File: config.mk
export PLATFORM = sky130hd
export DESIGN_NAME = ttdps_div
export DESIGN_NICKNAME = d
export VERILOG_FILES = /design/src/rtl/core/two_tap_delay_pitch_shifter_macros.svh /design/src/rtl/core/ttdps_div.sv
export SDC_FILE = /design/constraint.sdc
export NUM_CORES = 1
export LEC_CHECK = 0
export BUFFER_PORTS_ARGS = -buffer_cell sky130_fd_sc_hd__buf_2
export CORE_UTILIZATION = 28
export DETAILED_ROUTE_END_ITERATION = 10
export MAX_ROUTING_LAYER = met4
export PLACE_DENSITY = 0.48
export SLEW_MARGIN = 10
export SYNTH_ARGS = -nofsm -noshare
export SYNTH_HDL_FRONTEND = slang
export SYNTH_SLANG_ARGS = --single-unit
export TNS_END_PERCENT = 20
File: constraint.sdc
create_clock -name clk -period 4.6 [get_ports clk]
set_input_delay 0.46 -clock clk [delete_from_list [all_inputs] [get_ports clk]]
set_output_delay 0.46 -clock clk [all_outputs]
set_load 0.03 [all_outputs]
File: src/rtl/core/two_tap_delay_pitch_shifter_macros.svh
// Assertion macros shared by the pitch shifter RTL.
`ifndef TWO_TAP_DELAY_PITCH_SHIFTER_MACROS_SVH
`define TWO_TAP_DELAY_PITCH_SHIFTER_MACROS_SVH

// Check that cons holds whenever ante holds, outside reset.
`define TTDPS_ASSERT_IMP(label, ante, cons, msg) \
  label: assert property (@(posedge clk) disable iff (rst) (ante) |-> (cons)) \
    else $error(msg);

// Check that cond never holds, outside reset.
`define TTDPS_ASSERT_NEVER(label, cond, msg) \
  label: assert property (@(posedge clk) disable iff (rst) !(cond)) \
    else $error(msg);

`endif

File: src/rtl/core/ttdps_div.sv
// Restoring divider, one quotient bit per cycle, for the phase step.
`default_nettype none
module ttdps_div #(
  parameter int NUMER_W = 50,
  parameter int DENOM_W = 28,
  parameter int QUO_W   = 32
) (
  input  wire logic               clk,
  input  wire logic               rst,
  input  wire logic               start,
  input  wire logic [NUMER_W-1:0] numer,
  input  wire logic [DENOM_W-1:0] denom,
  output logic                    busy,
  output logic [QUO_W-1:0]        quot
);
  localparam int CNT_W = $clog2(NUMER_W + 1);

  logic [DENOM_W-1:0] den;
  logic [DENOM_W-1:0] rem;
  logic [NUMER_W-1:0] num_sh;
  logic [NUMER_W-1:0] quo;
  logic [CNT_W-1:0]   cnt;
  logic [DENOM_W:0]   trial;
  logic               fits;

  assign trial = {rem, num_sh[NUMER_W-1]};
  assign fits  = trial >= {1'b0, den};
  assign quot  = quo[QUO_W-1:0];

  always_ff @(posedge clk) begin
    if (rst) begin
      busy <= 1'b0;
      cnt  <= '0;
    end else if (start) begin
      busy <= 1'b1;
      cnt  <= CNT_W'(NUMER_W);
    end else if (busy) begin
      cnt <= cnt - 1'b1;
      if (cnt == CNT_W'(1)) begin
        busy <= 1'b0;
      end
    end
  end

  always_ff @(posedge clk) begin
    if (start) begin
      den    <= denom;
      rem    <= '0;
      num_sh <= numer;
      quo    <= '0;
    end else if (busy) begin
      rem    <= fits ? DENOM_W'(trial - {1'b0, den}) : DENOM_W'(trial);
      num_sh <= {num_sh[NUMER_W-2:0], 1'b0};
      quo    <= {quo[NUMER_W-2:0], fits};
    end
  end
endmodule
`default_nettype wire

**Word level (Yosys, flattened, before mapping)**

Index checks and enable logic that the tools add are counted.

- Bits in registers: 145

- $lt $le $gt $ge: 1
- $add $sub $neg: 2
- Reduce and logical (&&, ||, !) cells: 2
- Eq/ne operators: 1
- Muxes and demuxes: 8

Operators by type and width:

| operator | number |
|---|---|
| 50-bit 2-to-1 mux | 2 |
| 29-bit by 28-bit >= comparator with 1-bit output | 1 |
| 28-bit 2-to-1 mux | 1 |
| 28-bit subtractor | 1 |
| 6-bit 2-to-1 mux | 2 |
| 6-bit by 1-bit == test with 1-bit output (second input constant) | 1 |
| 6-bit by 1-bit subtractor with 6-bit output (second input constant) | 1 |
| 1-bit 2-to-1 mux | 3 |
| 2-bit nonzero test | 1 |
| 2-bit OR reduction | 1 |

**Longest topological paths before layout**

- Depth in word-level cells: 4
- Mapped depth: 13
- Gate-level depth less buffers: 12

**Least setup slack after synthesis**

Ideal clock, no wire load.

- Kind: reg2reg
- Start point: reg den[19]
- End point: reg rem[0]
- Setup time: 79 ps
- Required time: 4521 ps
- Arrival: 2535 ps
- Stages on the path, launching flop included: 12
- Slack: 1985 ps
- Path through: edfxtp_1 inv_1 ha_1 clkdlybuf4s15_2 nand4_2 or4_4 nor4_2 a2111oi_1 o21ai_2 buf_8 mux2_4 a211oi_2

- Longest elaborated chain between the ends: 2

RTL lines:

| what | line | RTL |
|---|---|---|
| from (decl) | ttdps_div.sv:18 | `logic [DENOM_W-1:0] den;` |
| from (signal assigned) | ttdps_div.sv:47 | `den <= denom;` |
| 29-bit by 28-bit >= comparator with 1-bit output | ttdps_div.sv:27 | `assign fits = trial >= {1'b0, den};` |
| 28-bit 2-to-1 mux | ttdps_div.sv:52 | `rem <= fits ? DENOM_W'(trial - {1'b0, den}) : DENOM_W'(trial);` |
| to (signal assigned) | ttdps_div.sv:52 |  |
| to (decl) | ttdps_div.sv:19 | `logic [DENOM_W-1:0] rem;` |

Every way passes these cells.
A chain may end at the register's enable or synchronous reset.

**Worst setup path in the final report**

- Start point: reg den[3]
- End point: reg rem[0]

The elaborated chain is that of the path after synthesis.

==> summary.txt <==
Outcome
  • Status: finished clean

Drt
  • DRT Wirelength: 15,700 µm
  • DRT iter0 DRCs: 294
  • Via Count: 4,993
  • Post-route ant nets: 0
  • Routed len/inst: 14.4 µm
  • Post-DR vias/cell: 4.56
  • TritonRoute pass-1 iters: 4
  • DRC Markers: 0

Timing
  • Worst Tran Pin Value: 1.07 ns
  • Hold violation count in the final report: 0
  • Clock skew after layout: 0.0150 ns
  • Final setup viols: 0
  • Final Max Slew Viols: 0
  • Final Cycle Share: 0.717
  • Max_slew headroom: 0.289
  • Fin crit period: 3.30 ns
  • Sum Neg Setup Slack: 0 ns
  • Fmax: 0.303 GHz
  • RSZ-0062 raised after global routing: false

Synth
  • Synthesized instance count: 645
  • Yosys warnings: 0
  • #FFs+latches synth: 145
  • Sequential area share after synthesis: 0.504
  • Post-synth EDFFs: 78
  • Async SR Flop Fraction: 0
  • Yosys top cell by area: edfxtp_1
  • Synth area leaders: edfxtp_1 (32%), dfxtp_1 (18%), mux2i_1 (7.7%)
  • Mapped cell area: 7310 µm²
  • Yosys top cell area share: 0.320
  • Post-synth top flop: edfxtp_1
  • Synth Net Count: 757
  • Syn Area/Cell: 11.3 µm²
  • Distinct cells, synth: 63

Floorplanning
  • Chip width: 164 µm
  • CORE AREA: 25,400 µm²
  • Rows: 58
  • Initial Util: 0.288
  • Die area: 26,800 µm²
  • Die height: 164 µm
  • Total I/O pin count: 114

Power and ir drop
  • Max IR drop VDD: 246 µV
  • P per Cell Area: 397 nW/µm²
  • Leak: 3.60 nW

Job
  • Max cap viols: 0

Min path
  • Worst min path class: input port to register
  • Hold worst-path end: den[8]
  • Hold Path Depth: 1
  • Hold Crit Start: denom[8]

Critical path
  • FF-to-FF End: rem[0]
  • Startpoint class of the critical path: register
  • CP Capture Type: register
  • R2r startpoint: den[3]
  • R2R cell count: 11
  • R2r setup slk: 1.30 ns
  • Crit Path Max Fanout: 18
  • Req. time, crit path: 4.94 ns
  • Critical path arrival: 3.64 ns
  • Crit Path Class: register to register

GRT
  • Number of global-route vias before repair: 5,032
  • Global route overflow: 0
  • Initial antenna violation count: 2
  • Largest net degree at the start of global routing: 82
  • First-pass GRT wire length: 25,700 µm
  • GRT Total Usage: 0.126

Finish
  • Most frequent cells in the layout: buf_2 (112), edfxtp_1 (78), nor2_1 (77)
  • Share of layout cells above drive strength 1: 0.280
  • Area Overhead vs Synth: 18.9%
  • Final core utilization: 0.342
  • Nets: 860
  • Commonest non-fill, non-tap cell in the layout: buf_2

Clock network
  • Clock transition at path regs: 0.07 ns
  • Clock Sinks: 145
  • H-tree depth: 4
  • Clk_lat worst skew: 0.43 ns
  • Post-CTS setup buffer count: 0
  • Hold_buf cts: 0
  • Cts bufs inserted: 17
  • CTS tree: yes
  • Resized Gates After CTS: 0
  • Clock tree buffer depth: 2
  • CTS Root Cell: clkbuf_16

Placed design
  • Placer congestion estimate: 0.788
  • Port Buffers: 113
  • HPWL after detailed placement: 10,800 µm
==> how the worst max path moves through the flow <==
stage | start | to | depth (start not counted)
global placement | den[12] | rem[0] | 12
global route | den[10] | rem[0] | 12
finish | den[3] | rem[0] | 11
detailed placement | den[10] | rem[0] | 12
floorplan | den[19] | rem[0] | 11
CTS | den[12] | rem[0] | 12
==> cell families after synthesis <==
| kind of cell | count (synthesis) | share of synthesized area |
|---|---|---|
| multiplexers | 106 | 0.154 |
| XOR/XNOR | 29 | 0.0347 |
| AND/OR/NAND/NOR | 149 | 0.0947 |
| AO/OA/AOI/OAI | 113 | 0.105 |
| flip-flops | 145 | 0.504 |
| adder cells (fa/ha/maj) | 31 | 0.0541 |
| buffers and inverters | 72 | 0.0532 |
==> routing by layer <==
layer | wire length (µm) | vias to the layer above | global-route usage
li1 | - | 2538 | -
met1 | 7530 | 2343 | 0.160
met2 | 7100 | 104 | 0.190
met3 | 990 | 8 | 0.0449
met4 | 109 | 0 | 0.0299
met5 | 0 | - | -
==> synth_stat cells (2+ instances only) <==
library cell / instances
a31o_2: 2
o211ai_1: 3
nor2b_1: 5
and3_1: 2
a21o_1: 14
xor2_1: 13
a41oi_1: 2
a21oi_1: 28
o21ai_1: 2
nand4_1: 5
buf_8: 2
a211oi_1: 22
nand2_1: 22
o21ai_0: 15
buf_4: 3
clkbuf_8: 4
or3_1: 3
mux2i_1: 56
and2_1: 3
nand2b_1: 5
nor2_1: 77
ha_1: 30
o21bai_1: 2
xnor2_1: 16
mux2_2: 49
a31oi_1: 4
buf_6: 4
nor3_1: 8
clkdlybuf4s15_2: 2
o21a_1: 4
clkbuf_1: 18
nand3_1: 8
dfxtp_1: 67
inv_1: 39
edfxtp_1: 78
==> through the flow <==
step | cells | hold slack [ns] | instance area [µm²] | setup WS, ns | total power [mW]
detailed placement | 1059 | 0.490 | 8090 | 1.32 | 2.07
global placement | 1059 | 0.477 | 8090 | 1.42 | 2.07
global route | 1093 | 0.186 | 8690 | 1.05 | 3.63
floorplan | 645 | 0.450 | 7310 | 1.99 | 1.95
CTS | 1091 | 0.186 | 8680 | 1.29 | 3.51
finish | 1094 | 0.212 | 8690 | 1.30 | 3.45
==> worst max-delay path: stages (launching register included) <==
cell      delay (ns)
edfxtp_1        0.32
inv_1           0.04
ha_1            0.41
nand3_1         0.10
o21ai_1         0.37
a31oi_1         0.22
nand2_1         0.13
a41oi_2         0.17
o21ai_4         0.51
buf_4           0.40
mux2_4          0.34
a211oi_2        0.19
==> state kept, by name (all words and copies together), names as in the netlist <==
register and flops:
num_sh 50, rem 28, busy 1, quo 32, cnt 6, den 28
==> where the power goes <==
| group | internal, mW | switching (mW) |
|---|---|---|
| Sequential | 1.47 | 0.0371 |
| Combinational | 0.239 | 0.292 |
| Clock | 0.799 | 0.614 |
| Total | 2.51 | 0.943 |
==> cell type report <==
| class | instances | area [µm²] |
|---|---|---|
| clock inverter | 13 | 135 |
| sequential | 145 | 3690 |
| multi-input combinational | 428 | 3240 |
| inverter | 39 | 146 |
| timing repair buffer | 117 | 602 |
| antenna | 3 | 7.51 |
| tap | 330 | 413 |
| fill | 2599 | 16700 |
| clock buffer | 19 | 454 |
(Power assumes the default switching activity.)
